File: src/design/ipv4_transport_header_parser_macros.svh
// Assertion macros for the IPv4 transport header parser.
// Used by the top level only; no other dependencies.
`ifndef IPV4_TRANSPORT_HEADER_PARSER_MACROS_SVH
`define IPV4_TRANSPORT_HEADER_PARSER_MACROS_SVH

// Same-cycle implication, sampled on the rising clock, off during reset.
`define ITHP_ASSERT_IMPL(lbl, ante, cons, msg) \
   lbl: assert property (@(posedge clock) disable iff (reset) (ante) |-> (cons)) \
      else $error(msg);

// Next-cycle implication.
`define ITHP_ASSERT_NEXT(lbl, ante, cons, msg) \
   lbl: assert property (@(posedge clock) disable iff (reset) (ante) |=> (cons)) \
      else $error(msg);

`endif

File: src/design/ithp_pkg.sv
// Shared types and constants of the IPv4 transport header parser.
// No dependencies.
package ithp_pkg;

   localparam logic [15:0] MIN_HDR_LEN    = 16'd20;
   localparam logic [15:0] TCP_MIN_LEN    = 16'd20;
   localparam logic [15:0] UDP_HDR_LEN    = 16'd8;
   localparam logic [15:0] BYTE_COUNT_MAX = 16'hFFFF;
   localparam logic [3:0]  VERSION_IPV4   = 4'd4;

   localparam logic [7:0]  PROTO_ICMP = 8'd1;
   localparam logic [7:0]  PROTO_TCP  = 8'd6;
   localparam logic [7:0]  PROTO_UDP  = 8'd17;

   // byte offsets in the IPv4 header
   localparam logic [15:0] POS_VER_IHL   = 16'd0;
   localparam logic [15:0] POS_TLEN_HI   = 16'd2;
   localparam logic [15:0] POS_TLEN_LO   = 16'd3;
   localparam logic [15:0] POS_PROTO     = 16'd9;
   localparam logic [15:0] POS_SRC_FIRST = 16'd12;
   localparam logic [15:0] POS_SRC_LAST  = 16'd15;
   localparam logic [15:0] POS_DST_FIRST = 16'd16;
   localparam logic [15:0] POS_DST_LAST  = 16'd19;

   // byte offsets in the transport header
   localparam logic [15:0] TP_SPORT_HI = 16'd0;
   localparam logic [15:0] TP_SPORT_LO = 16'd1;
   localparam logic [15:0] TP_DPORT_HI = 16'd2;
   localparam logic [15:0] TP_DPORT_LO = 16'd3;
   localparam logic [15:0] TP_DOFF     = 16'd12;
   localparam logic [15:0] TP_FLAGS    = 16'd13;

   typedef struct packed {
      logic [15:0] byte_count;
      logic [5:0]  hdr_len;
      logic        version_ok;
      logic [15:0] tot_len;
      logic [7:0]  proto;
      logic [31:0] saddr;
      logic [31:0] daddr;
      logic [15:0] sport;
      logic [15:0] dport;
      logic [7:0]  flags;
      logic [5:0]  tcp_offset;
   } ithp_state_type;

   typedef struct packed {
      logic        ok;
      logic [31:0] saddr;
      logic [31:0] daddr;
      logic [7:0]  proto;
      logic [15:0] ip_tot_len;
      logic [15:0] sport;
      logic [15:0] dport;
      logic [7:0]  flags_byte;
      logic [15:0] data_len;
   } ithp_result_type;

endpackage

File: src/design/ithp_capture.sv
// Byte capture stage: tracks the byte position and grabs header fields.
// On the last byte of a packet it hands a snapshot on. Uses ithp_pkg.
module ithp_capture (
   input  logic                    clock,
   input  logic                    reset,
   input  logic                    req_valid,
   output logic                    req_ready,
   input  logic [7:0]              req_pkt_byte,
   input  logic                    req_last_byte,
   output logic                    snap_valid,
   input  logic                    snap_ready,
   output ithp_pkg::ithp_state_type snap
);
   import ithp_pkg::*;

   ithp_state_type st_ff, st_in, next_st;
   ithp_state_type snap_ff, snap_in;
   logic           snap_valid_ff, snap_valid_in;
   logic           accept, take;
   logic [15:0]    pos, tp;

   assign take      = snap_valid_ff & snap_ready;
   assign req_ready = ~snap_valid_ff | take;
   assign accept    = req_valid & req_ready;
   assign pos       = st_ff.byte_count;

   // field capture for the byte at the current position
   always_comb begin
      next_st = st_ff;
      tp      = '0;
      if (pos == POS_VER_IHL) begin
         next_st.version_ok = (req_pkt_byte[7:4] == VERSION_IPV4);
         next_st.hdr_len    = {req_pkt_byte[3:0], 2'b00};
      end else if (pos == POS_TLEN_HI) begin
         next_st.tot_len[15:8] = req_pkt_byte;
      end else if (pos == POS_TLEN_LO) begin
         next_st.tot_len[7:0] = req_pkt_byte;
      end else if (pos == POS_PROTO) begin
         next_st.proto = req_pkt_byte;
      end else if (pos >= POS_SRC_FIRST && pos <= POS_SRC_LAST) begin
         next_st.saddr = {st_ff.saddr[23:0], req_pkt_byte};
      end else if (pos >= POS_DST_FIRST && pos <= POS_DST_LAST) begin
         next_st.daddr = {st_ff.daddr[23:0], req_pkt_byte};
      end
      // transport bytes, relative to the (possibly just updated) header length
      if ({10'd0, next_st.hdr_len} >= MIN_HDR_LEN && pos >= {10'd0, next_st.hdr_len}) begin
         tp = pos - {10'd0, next_st.hdr_len};
         if (tp == TP_SPORT_HI) begin
            next_st.sport[15:8] = req_pkt_byte;
         end else if (tp == TP_SPORT_LO) begin
            next_st.sport[7:0] = req_pkt_byte;
         end else if (tp == TP_DPORT_HI) begin
            next_st.dport[15:8] = req_pkt_byte;
         end else if (tp == TP_DPORT_LO) begin
            next_st.dport[7:0] = req_pkt_byte;
         end else if (tp == TP_DOFF) begin
            next_st.tcp_offset = {req_pkt_byte[7:4], 2'b00};
         end else if (tp == TP_FLAGS) begin
            next_st.flags = req_pkt_byte;
         end
      end
      if (pos != BYTE_COUNT_MAX) begin
         next_st.byte_count = pos + 16'd1;
      end
   end

   always_comb begin
      st_in         = st_ff;
      snap_in       = snap_ff;
      snap_valid_in = snap_valid_ff & ~take;
      if (accept) begin
         if (req_last_byte) begin
            snap_in       = next_st;
            snap_valid_in = 1'b1;
            st_in         = '0;
         end else begin
            st_in = next_st;
         end
      end
   end

   always_ff @(posedge clock) begin
      if (reset) begin
         st_ff         <= '0;
         snap_valid_ff <= 1'b0;
      end else begin
         st_ff         <= st_in;
         snap_valid_ff <= snap_valid_in;
      end
   end

   always_ff @(posedge clock) begin
      snap_ff <= snap_in;
   end

   assign snap_valid = snap_valid_ff;
   assign snap       = snap_ff;

endmodule

File: src/design/ithp_check.sv
// Check stage: validates a packet snapshot and registers the result item.
// Uses ithp_pkg.
module ithp_check (
   input  logic                     clock,
   input  logic                     reset,
   input  logic                     snap_valid,
   output logic                     snap_ready,
   input  ithp_pkg::ithp_state_type snap,
   output logic                     rsp_valid,
   input  logic                     rsp_ready,
   output ithp_pkg::ithp_result_type rsp
);
   import ithp_pkg::*;

   ithp_result_type rsp_ff, rsp_in, res;
   logic            rsp_valid_ff, rsp_valid_in;
   logic            load;
   logic [15:0]     hdr, tl, off;
   logic            pass;

   assign snap_ready = ~rsp_valid_ff | rsp_ready;
   assign load       = snap_valid & snap_ready;
   assign hdr        = {10'd0, snap.hdr_len};
   assign off        = {10'd0, snap.tcp_offset};
   assign tl         = snap.tot_len - hdr;

   always_comb begin
      pass = (snap.byte_count >= MIN_HDR_LEN) && snap.version_ok &&
             (hdr >= MIN_HDR_LEN) && (hdr <= snap.byte_count) &&
             (snap.tot_len <= snap.byte_count) && (snap.tot_len >= hdr);
      res = '0;
      if (pass) begin
         res.ok         = 1'b1;
         res.saddr      = snap.saddr;
         res.daddr      = snap.daddr;
         res.proto      = snap.proto;
         res.ip_tot_len = snap.tot_len;
         if (snap.proto == PROTO_TCP && tl >= TCP_MIN_LEN) begin
            res.sport      = snap.sport;
            res.dport      = snap.dport;
            res.flags_byte = snap.flags;
            if (off <= tl) begin
               res.data_len = tl - off;
            end
         end else if (snap.proto == PROTO_UDP && tl >= UDP_HDR_LEN) begin
            res.sport    = snap.sport;
            res.dport    = snap.dport;
            res.data_len = tl - UDP_HDR_LEN;
         end else if (snap.proto == PROTO_ICMP) begin
            res.data_len = tl;
         end
      end
   end

   always_comb begin
      rsp_in       = rsp_ff;
      rsp_valid_in = rsp_valid_ff & ~rsp_ready;
      if (load) begin
         rsp_in       = res;
         rsp_valid_in = 1'b1;
      end
   end

   always_ff @(posedge clock) begin
      if (reset) begin
         rsp_valid_ff <= 1'b0;
      end else begin
         rsp_valid_ff <= rsp_valid_in;
      end
   end

   always_ff @(posedge clock) begin
      rsp_ff <= rsp_in;
   end

   assign rsp_valid = rsp_valid_ff;
   assign rsp       = rsp_ff;

endmodule

File: src/design/ipv4_transport_header_parser.sv
// IPv4 transport header parser, top level.
// Input channel (req_): one raw packet byte per item, in wire order, with
// req_last_byte marking the final byte of the packet buffer.
// Result channel (rsp_): one item per packet, sent for the marked byte: a
// pass flag, addresses, protocol, total length, TCP/UDP ports, TCP flags and
// transport payload length. A failed packet gives rsp_ok low, all else zero.
// Throughput: one byte per cycle, sustained, across packet boundaries, while
// rsp_ready stays high. Path: once the last byte is taken, the capture stage,
// whose field registers feed a snapshot register, hands on to the check stage,
// which compares and subtracts into the result register that drives rsp_.
// If rsp_ready stays low the result register holds, the snapshot register
// fills behind it, and req_ready then drops until the result is taken; until
// then non-final bytes are held off as well.
// Reset (synchronous, active high) clears the byte count, captured fields and
// both valid flags; any partly received packet is dropped.
// Depends on ithp_pkg, ithp_capture, ithp_check and the assertion macros.
`include "ipv4_transport_header_parser_macros.svh"

module ipv4_transport_header_parser (
   input  logic        clock,
   input  logic        reset,
   input  logic        req_valid,
   output logic        req_ready,
   input  logic [7:0]  req_pkt_byte,
   input  logic        req_last_byte,
   output logic        rsp_valid,
   input  logic        rsp_ready,
   output logic        rsp_ok,
   output logic [31:0] rsp_saddr,
   output logic [31:0] rsp_daddr,
   output logic [7:0]  rsp_proto,
   output logic [15:0] rsp_ip_tot_len,
   output logic [15:0] rsp_sport,
   output logic [15:0] rsp_dport,
   output logic [7:0]  rsp_flags_byte,
   output logic [15:0] rsp_data_len
);
   import ithp_pkg::*;

   ithp_state_type  snap;
   ithp_result_type rsp;
   logic            snap_valid, snap_ready;

   ithp_capture u_capture (
      .clock         (clock),
      .reset         (reset),
      .req_valid     (req_valid),
      .req_ready     (req_ready),
      .req_pkt_byte  (req_pkt_byte),
      .req_last_byte (req_last_byte),
      .snap_valid    (snap_valid),
      .snap_ready    (snap_ready),
      .snap          (snap)
   );

   ithp_check u_check (
      .clock      (clock),
      .reset      (reset),
      .snap_valid (snap_valid),
      .snap_ready (snap_ready),
      .snap       (snap),
      .rsp_valid  (rsp_valid),
      .rsp_ready  (rsp_ready),
      .rsp        (rsp)
   );

   assign rsp_ok         = rsp.ok;
   assign rsp_saddr      = rsp.saddr;
   assign rsp_daddr      = rsp.daddr;
   assign rsp_proto      = rsp.proto;
   assign rsp_ip_tot_len = rsp.ip_tot_len;
   assign rsp_sport      = rsp.sport;
   assign rsp_dport      = rsp.dport;
   assign rsp_flags_byte = rsp.flags_byte;
   assign rsp_data_len   = rsp.data_len;

   `ITHP_ASSERT_NEXT(a_last_fills_snap, req_valid && req_ready && req_last_byte, snap_valid, "last byte taken but no snapshot")
   `ITHP_ASSERT_IMPL(a_rsp_from_snap, $rose(rsp_valid), $past(snap_valid), "result without a snapshot")
   `ITHP_ASSERT_IMPL(a_fail_zeroes, rsp_valid && !rsp_ok, rsp_saddr == 32'd0 && rsp_dport == 16'd0 && rsp_data_len == 16'd0, "failed packet with non-zero fields")

endmodule
File: config.mk
export PLATFORM = sky130hd
export DESIGN_NAME = ipv4_transport_header_parser
export DESIGN_NICKNAME = d
export VERILOG_FILES = /design/src/design/ithp_pkg.sv /design/src/design/ithp_capture.sv /design/src/design/ithp_check.sv /design/src/design/ipv4_transport_header_parser.sv
export VERILOG_INCLUDE_DIRS = /design/src /design/src/design
export SDC_FILE = /design/constraint.sdc
export NUM_CORES = 1
export LEC_CHECK = 0
export BUFFER_PORTS_ARGS = -buffer_cell sky130_fd_sc_hd__buf_4
export CAP_MARGIN = 20
export CORE_MARGIN = 2
export CORE_UTILIZATION = 55
export CTS_CLUSTER_DIAMETER = 40
export CTS_CLUSTER_SIZE = 20
export DETAILED_ROUTE_END_ITERATION = 16
export PLACE_DENSITY = 0.74
export SLEW_MARGIN = 25
export SYNTH_ARGS = -nofsm -noshare
export SYNTH_HDL_FRONTEND = slang
export SYNTH_SLANG_ARGS = --single-unit
File: constraint.sdc
create_clock -name clock -period 21.7 [get_ports clock]
set_input_delay 3.255 -clock clock [delete_from_list [all_inputs] [get_ports clock]]
set_output_delay 3.255 -clock clock [all_outputs]
set_load 0.01 [all_outputs]
==> results.sh, run 1 <==
export IMPL_avgSynthCellArea_um2=11.7
export IMPL_cp_max_fo=4
export IMPL_finalSetupViolCount=0
export IMPL_finalHoldViolCount=0
export IMPL_grt_pass1_wl_um=75100
export IMPL_portBuffers=159
export IMPL_yosys_warnings=0
export IMPL_synth_cell_area_um2=21000
export IMPL_synth_distinct_cells=85
export IMPL_crit_buf_inv=2
export IMPL_clkTransAtPathRegs_ns=0.06
export IMPL_min_period_ns=7.31
export IMPL_skew_ns=0.0222
export IMPL_routed_via_density=5.86
export IMPL_slowest_delay_ns=0.29
export IMPL_post_cts_buffers=0
export IMPL_max_freq_mhz=137
export IMPL_worstPathArrival_ns=4.06
export IMPL_finalPower_mw=2.04
export IMPL_h_tree_depth=2
export IMPL_ant_nets=0
export IMPL_path_cells="buf_4 > nor2b_1 > nand2_1 > buf_4"
export IMPL_ir_drop_uv=62.0
export IMPL_cp_start_kind="primary input"
export IMPL_slew_violations=0
export IMPL_post_place_ws_ns=14.40
export IMPL_grt_overflow_total=0
export IMPL_rows=71
export IMPL_fin_nets=1960
export IMPL_cpMaxStageDelayCell="nor2b_1"
export IMPL_clock_sinks=461
export IMPL_status="finished clean"
export IMPL_slew_headroom_pct=30.9
export IMPL_grt_pass1_vias=13700
export IMPL_hold_buffers=0
export IMPL_reg2reg_slack_ns=16.14
export IMPL_synth_nets=1850
export IMPL_whs_ns=0.468
export IMPL_fp_dieH_um=199
export IMPL_crit_type="primary input to output pin"
export IMPL_wl_um=48500
export IMPL_start_util_pct=55.8
export IMPL_grt_max_degree=104
export IMPL_core_area_um2=37600
export IMPL_ctsLongestPathBuffers=3
export IMPL_grt_setup_unrepaired="no"
export IMPL_root_buffer="clkbuf_16"
export IMPL_remaining_drc_errors=0
export IMPL_grt_antenna_before_repair=3
export IMPL_grt_usage_pct=24.4
export IMPL_fin_area_um2=24400
export IMPL_firstDrtPassIters=6
export IMPL_synth_seq_cells=461
export IMPL_path_delay_family="simple AND/OR/NAND/NOR gates"
export IMPL_insertion_delay_ns=0.62
export IMPL_p_leak_nw=9.16
export IMPL_cts_tree="done"
export IMPL_die_w_um=199
export IMPL_cellPowerDensity_nw_per_um2=83.4
export IMPL_maxCapViolations=0
export IMPL_drt_iter0_markers=1315
export IMPL_hp_class="flop to flop"
export IMPL_cts_repair_resize_count=0
export IMPL_vias=14400
export IMPL_die_area_um2=39700
export IMPL_period_share_pct=33.7
export IMPL_cpMostUsedCell="buf_4"
export IMPL_placed_area_um2=22500
export IMPL_gp_congestion=0.872
export IMPL_ys_seq_area_share_pct=58.4
export IMPL_fin_ws_ns=14.39
export IMPL_numCtsBuffers=55
export IMPL_io_pins=160
export IMPL_wl_per_cell_um=19.7
export IMPL_area_growth_syn_to_layout_pct=16.6
export IMPL_tightest_slew_ns=1.04
export IMPL_cp_required_ns=18.45
export IMPL_synthFlopType="edfxtp_1"
export IMPL_setup_tns_ns=0
export IMPL_drive_gt1_share_pct=21.8
export IMPL_postSynthCellCount=1792
export IMPL_synthArstFlopShare_pct=0
export IMPL_hpwl_um=30700
export IMPL_synth_edf_count=302
export IMPL_worstSetupEndpointType="output pin"
layout by cell type (no fill, tap or decap), drive strengths merged, types with 18 or more instances in the layout:
cell / count
edfxtp: 302
buf: 172
nor2: 169
dfxtp: 159
and2: 143
mux2: 124
nand2: 119
a22oi: 107
inv: 80
clkbuf: 55
o21ai: 49
ha: 42
nand3: 41
a31oi: 37
a21oi: 31
nand2b: 28
xnor2: 23
nor3: 23
nand3b: 20
nor2b: 18
power breakdown:
group	internal, mW	switching [mW]
sequential	0.950	0.00869
clock	0.535	0.430
combinational	0.0365	0.0789
total	1.52	0.518
final cells by class:
cell class	instances	area (µm²)
multi-input combinational	1160	8070
inverter	52	200
timing repair buffer	172	1300
sequential	461	12300
tap	511	639
clock inverter	49	603
antenna	2	5.00
clock buffer	55	1380
fill	2866	13100
cell families after synthesis:
kind of cell	share of synthesized area, %
and+or+nand+nor	16.7
DFF	58.4
AOI/OAI and AO/OA	10.3
buffers and inverters	3.28
muxes	7.20
adders and majority gates	2.79
xor gates and xnor gates	1.29
flip-flops by register name, indices dropped and copies added (netlist names):
register / cells
u_capture.snap_valid: 1
u_capture.st_ff: 141
u_check.rsp: 145
u_capture.pos: 16
u_capture.snap: 157
u_check.rsp_valid: 1
stage by stage:
step | cells | util, %
after global routing | 2460 | 65.0
after CTS | 2459 | 65.0
after floorplan | 1792 | -
after global placement | 2354 | 59.7
after detailed placement | 2355 | 59.7
final | 2462 | 65.0
routing by layer:
layer | track usage, % | routed length (µm) | up-vias
met5 | 0 | 0 | -
met4 | 9.23 | 1510 | 0
met3 | 4.59 | 2720 | 95
met2 | 38.1 | 22700 | 479
met1 | 33.9 | 21500 | 7044
li1 | - | - | 6801
synth_stat cells (6+ instances only):
| master | count | area share [%] |
|---|---|---|
| and3_1 | 6 | 0.18 |
| nor2b_1 | 18 | 0.54 |
| mux2_1 | 8 | 0.43 |
| o211ai_1 | 11 | 0.39 |
| a21o_1 | 9 | 0.32 |
| ha_1 | 42 | 2.5 |
| nand3_1 | 40 | 0.95 |
| nand2b_1 | 28 | 0.84 |
| buf_1 | 10 | 0.18 |
| xor2_1 | 7 | 0.29 |
| mux2_4 | 8 | 0.57 |
| a311o_1 | 10 | 0.48 |
| nor4_1 | 14 | 0.42 |
| nor2_1 | 169 | 3.0 |
| mux2_2 | 108 | 5.8 |
| dfxtp_1 | 159 | 15 |
| a31oi_1 | 37 | 1.1 |
| nor3_1 | 22 | 0.53 |
| buf_2 | 12 | 0.29 |
| o21ai_0 | 47 | 1.1 |
| mux2i_1 | 6 | 0.29 |
| inv_1 | 50 | 0.90 |
| edfxtp_1 | 302 | 43 |
| clkbuf_1 | 93 | 1.7 |
| nand3b_1 | 20 | 0.72 |
| a21oi_1 | 31 | 0.74 |
| a22oi_1 | 107 | 3.8 |
| xnor2_1 | 22 | 0.92 |
| and4_1 | 14 | 0.58 |
| and2_1 | 143 | 4.3 |
| nand4_1 | 15 | 0.45 |
| nand2_1 | 119 | 2.1 |
worst register-to-register path: stages, from the launching register on:
cell,delay [ns]
dfxtp_1,0.35
inv_1,0.23
ha_1,0.22
nor4b_4,0.31
nand4_1,0.23
and2_1,0.27
ha_1,0.20
fa_1,0.44
a21boi_0,0.31
o21ai_0,0.25
a211oi_1,0.29
a211o_1,0.21
o211ai_1,0.13
mux2_4,0.37
nor4_4,0.32
nand4_1,0.58
and4_1,0.48
a311o_1,0.27
final timing paths:
path	startpoint	end	depth (start not counted)
max	rsp_ready	req_ready	4
min	u_capture.st_ff[135]	u_capture.st_ff[135]	1
max reg2reg	u_capture.pos[0]	u_capture.st_ff[4]	17
min reg2reg	u_capture.st_ff[135]	u_capture.st_ff[135]	1
Note: power is estimated with default switching activity, not from simulation.
==> inputs of run 2 (changes only) <==
--- a/config.mk
+++ b/config.mk
@@ -9,11 +9,11 @@
 export BUFFER_PORTS_ARGS = -buffer_cell sky130_fd_sc_hd__buf_4
 export CAP_MARGIN = 20
 export CORE_MARGIN = 2
-export CORE_UTILIZATION = 55
+export CORE_UTILIZATION = 54
 export CTS_CLUSTER_DIAMETER = 40
 export CTS_CLUSTER_SIZE = 20
 export DETAILED_ROUTE_END_ITERATION = 16
-export PLACE_DENSITY = 0.74
+export PLACE_DENSITY = 0.76
 export SLEW_MARGIN = 25
 export SYNTH_ARGS = -nofsm -noshare
 export SYNTH_HDL_FRONTEND = slang
==> constraint.sdc (replaced) <==
create_clock -name clock -period 6.65 [get_ports clock]
set_input_delay 0.9975 -clock clock [delete_from_list [all_inputs] [get_ports clock]]
set_output_delay 0.9975 -clock clock [all_outputs]
set_load 0.01 [all_outputs]
==> run 2 against run 1 <==
  * Global-route usage shrank 0.45 points
  * Sequential cell count unchanged
  * Clock power increased to 3.2 times the previous value
  * Worst hold slack better by 0.00069 ns
  * Critical path depth grew 13
  * Via count hardly changed
  * Critical path type is now flop to flop
  * Critical endpoint is now u_capture.st_ff[10]
  * Highest routed layer unchanged
==> results.sh, run 2 (same netlist as run 1, synthesis figures left out) <==
export IMPL_root_buffer="clkbuf_16"
export IMPL_holdPathEnd="u_capture.st_ff[0]"
export IMPL_cts_repair_resize_count=0
export IMPL_cpMostUsedCell="ha_1"
export IMPL_rows=72
export IMPL_final_common_cell="edfxtp_1"
export IMPL_slew_headroom_pct=31.6
export IMPL_r2r_start="u_capture.pos[0]"
export IMPL_ir_drop_uv=231
export IMPL_hpwl_um=31500
export IMPL_holdPathStages=1
export IMPL_grt_max_degree=146
export IMPL_slew_violations=0
export IMPL_remaining_drc_errors=0
export IMPL_mostFrequentLayoutCells="302 x edfxtp_1, 171 x buf_4, 167 x nor2_1, 159 x dfxtp_1, 143 x and2_1"
export IMPL_grt_setup_unrepaired="no"
export IMPL_clock_sinks=461
export IMPL_cts_tree="done"
export IMPL_diodes=0
export IMPL_routed_via_density=5.85
export IMPL_wl_per_cell_um=19.9
export IMPL_hold_buffers=0
export IMPL_area_growth_syn_to_layout_pct=16.4
export IMPL_nFillCells=2917
export IMPL_die_w_um=201
export IMPL_reg2reg_slack_ns=1.19
export IMPL_crit_buf_inv=1
export IMPL_path_cells="inv_1 > ha_1 > nor4b_4 > nand4_1 > and2_1 > ha_1 > fa_1 > a21boi_0 > o21ai_0 > a211oi_1 > a211o_1 > o211ai_1 > mux2_4 > nor4_4 > nand4b_2 > and4_1 > a311o_1"
export IMPL_grt_overflow_total=0
export IMPL_max_freq_mhz=183
export IMPL_largest_register_ffs=157
export IMPL_finalHoldViolCount=0
export IMPL_insertion_delay_ns=0.63
export IMPL_worstSetupEndpointType="flop"
export IMPL_fp_dieH_um=201
export IMPL_min_delay_start="u_capture.st_ff[0]"
export IMPL_clkTransAtPathRegs_ns=0.06
export IMPL_slowest_delay_ns=0.58
export IMPL_grt_pass1_vias=13900
export IMPL_grt_usage_pct=23.9
export IMPL_skew_ns=0.0368
export IMPL_ant_nets=0
export IMPL_finalSetupViolCount=0
export IMPL_worstRegToRegCells=17
export IMPL_cellPowerDensity_nw_per_um2=271
export IMPL_maxCapViolations=0
export IMPL_path_delay_family="simple AND/OR/NAND/NOR gates"
export IMPL_ctsLongestPathBuffers=3
export IMPL_gp_congestion=0.884
export IMPL_cpMaxStageDelayCell="nand4b_2"
export IMPL_numCtsBuffers=54
export IMPL_cp_start_kind="flop"
export IMPL_period_share_pct=82.1
export IMPL_drt_iter0_markers=1402
export IMPL_die_area_um2=40400
export IMPL_status="finished clean"
export IMPL_hp_class="flop to flop"
export IMPL_grt_pass1_wl_um=76600
export IMPL_io_pins=160
export IMPL_cp_max_fo=25
export IMPL_top_register="u_capture.snap"
export IMPL_cp_required_ns=7.14
export IMPL_portBuffers=159
export IMPL_firstDrtPassIters=6
export IMPL_crit_type="flop to flop"
export IMPL_drive_gt1_share_pct=21.6
export IMPL_place_inst=2361
export IMPL_setup_tns_ns=0
export IMPL_vias=14400
export IMPL_wl_um=49000
export IMPL_crit_reg2reg_capture="u_capture.st_ff[10]"
export IMPL_start_util_pct=54.5
export IMPL_core_area_um2=38500
export IMPL_grt_antenna_before_repair=0
export IMPL_worstPathArrival_ns=5.95
export IMPL_p_leak_nw=9.14
export IMPL_fin_nets=1959
export IMPL_tightest_slew_ns=1.03
export IMPL_min_period_ns=5.46
export IMPL_h_tree_depth=2
export IMPL_fin_cells=2465
export IMPL_post_cts_buffers=0
## run 2: cell type report
class                           count  area (µm²)  area share [%]
Inverter                           52         200           0.820
Multi-Input combinational cell   1160        8080            33.1
Timing Repair Buffer              172        1300            5.34
Tap cell                          518         648            2.66
Clock buffer                       58        1400            5.72
Sequential cell                   461       12300            50.2
Clock inverter                     44         524            2.15
## run 2: worst register-to-register path, stage by stage, from the launching register on
cell and delay (ns):
dfxtp_1 0.35, inv_1 0.22, ha_1 0.21, nor4b_4 0.28
nand4_1 0.21, and2_1 0.25, ha_1 0.20, fa_1 0.44
a21boi_0 0.30, o21ai_0 0.23, a211oi_1 0.28, a211o_1 0.22
o211ai_1 0.12, mux2_4 0.38, nor4_4 0.35, nand4b_2 0.58
and4_1 0.47, a311o_1 0.27
## run 2: where the power goes
group / switching (mW) / total, mW / leakage [nW] / internal (mW)
combinational: 0.259 / 0.379 / 4.05 / 0.120
clock: 1.26 / 3.09 / 0.933 / 1.84
sequential: 0.0283 / 3.13 / 4.15 / 3.10
total: 1.54 / 6.60 / 9.14 / 5.06
## run 2: through the flow
step / power [mW] / instance area [µm²] / hold slack (ns) / util, % / setup WS (ns)
detailed placement: 3.57 / 22500 / 0.462 / 58.4 / 1.21
floorplan: 3.44 / 21000 / 0.421 / - / 1.36
CTS: 6.64 / 24400 / 0.470 / 63.4 / 1.18
global route: 6.80 / 24400 / 0.484 / 63.4 / 0.723
finish: 6.60 / 24400 / 0.468 / 63.4 / 1.19
global placement: 3.56 / 22500 / 0.457 / 58.4 / 1.40
## run 2: how the worst max path moves through the flow
stage                                start                   to  slack, ns  cells after the start
final                     u_capture.pos[0]  u_capture.st_ff[10]       1.19                     17
after global routing      u_capture.pos[0]  u_capture.st_ff[10]       0.72                     17
after CTS                 u_capture.pos[0]  u_capture.st_ff[10]       1.18                     17
after detailed placement  u_capture.pos[0]   u_capture.st_ff[3]       1.21                     17
after global placement    u_capture.pos[0]   u_capture.st_ff[7]       1.40                     17
after floorplan                  rsp_ready       u_check.rsp[0]       1.36                      2
## run 2: routing by layer
metal  part of all wire [%]  global-route usage (%)
met1                     44                    33.3
met2                     47                    38.1
met3                    6.3                    3.85
met4                    2.7                    8.65
met5                      0                       0
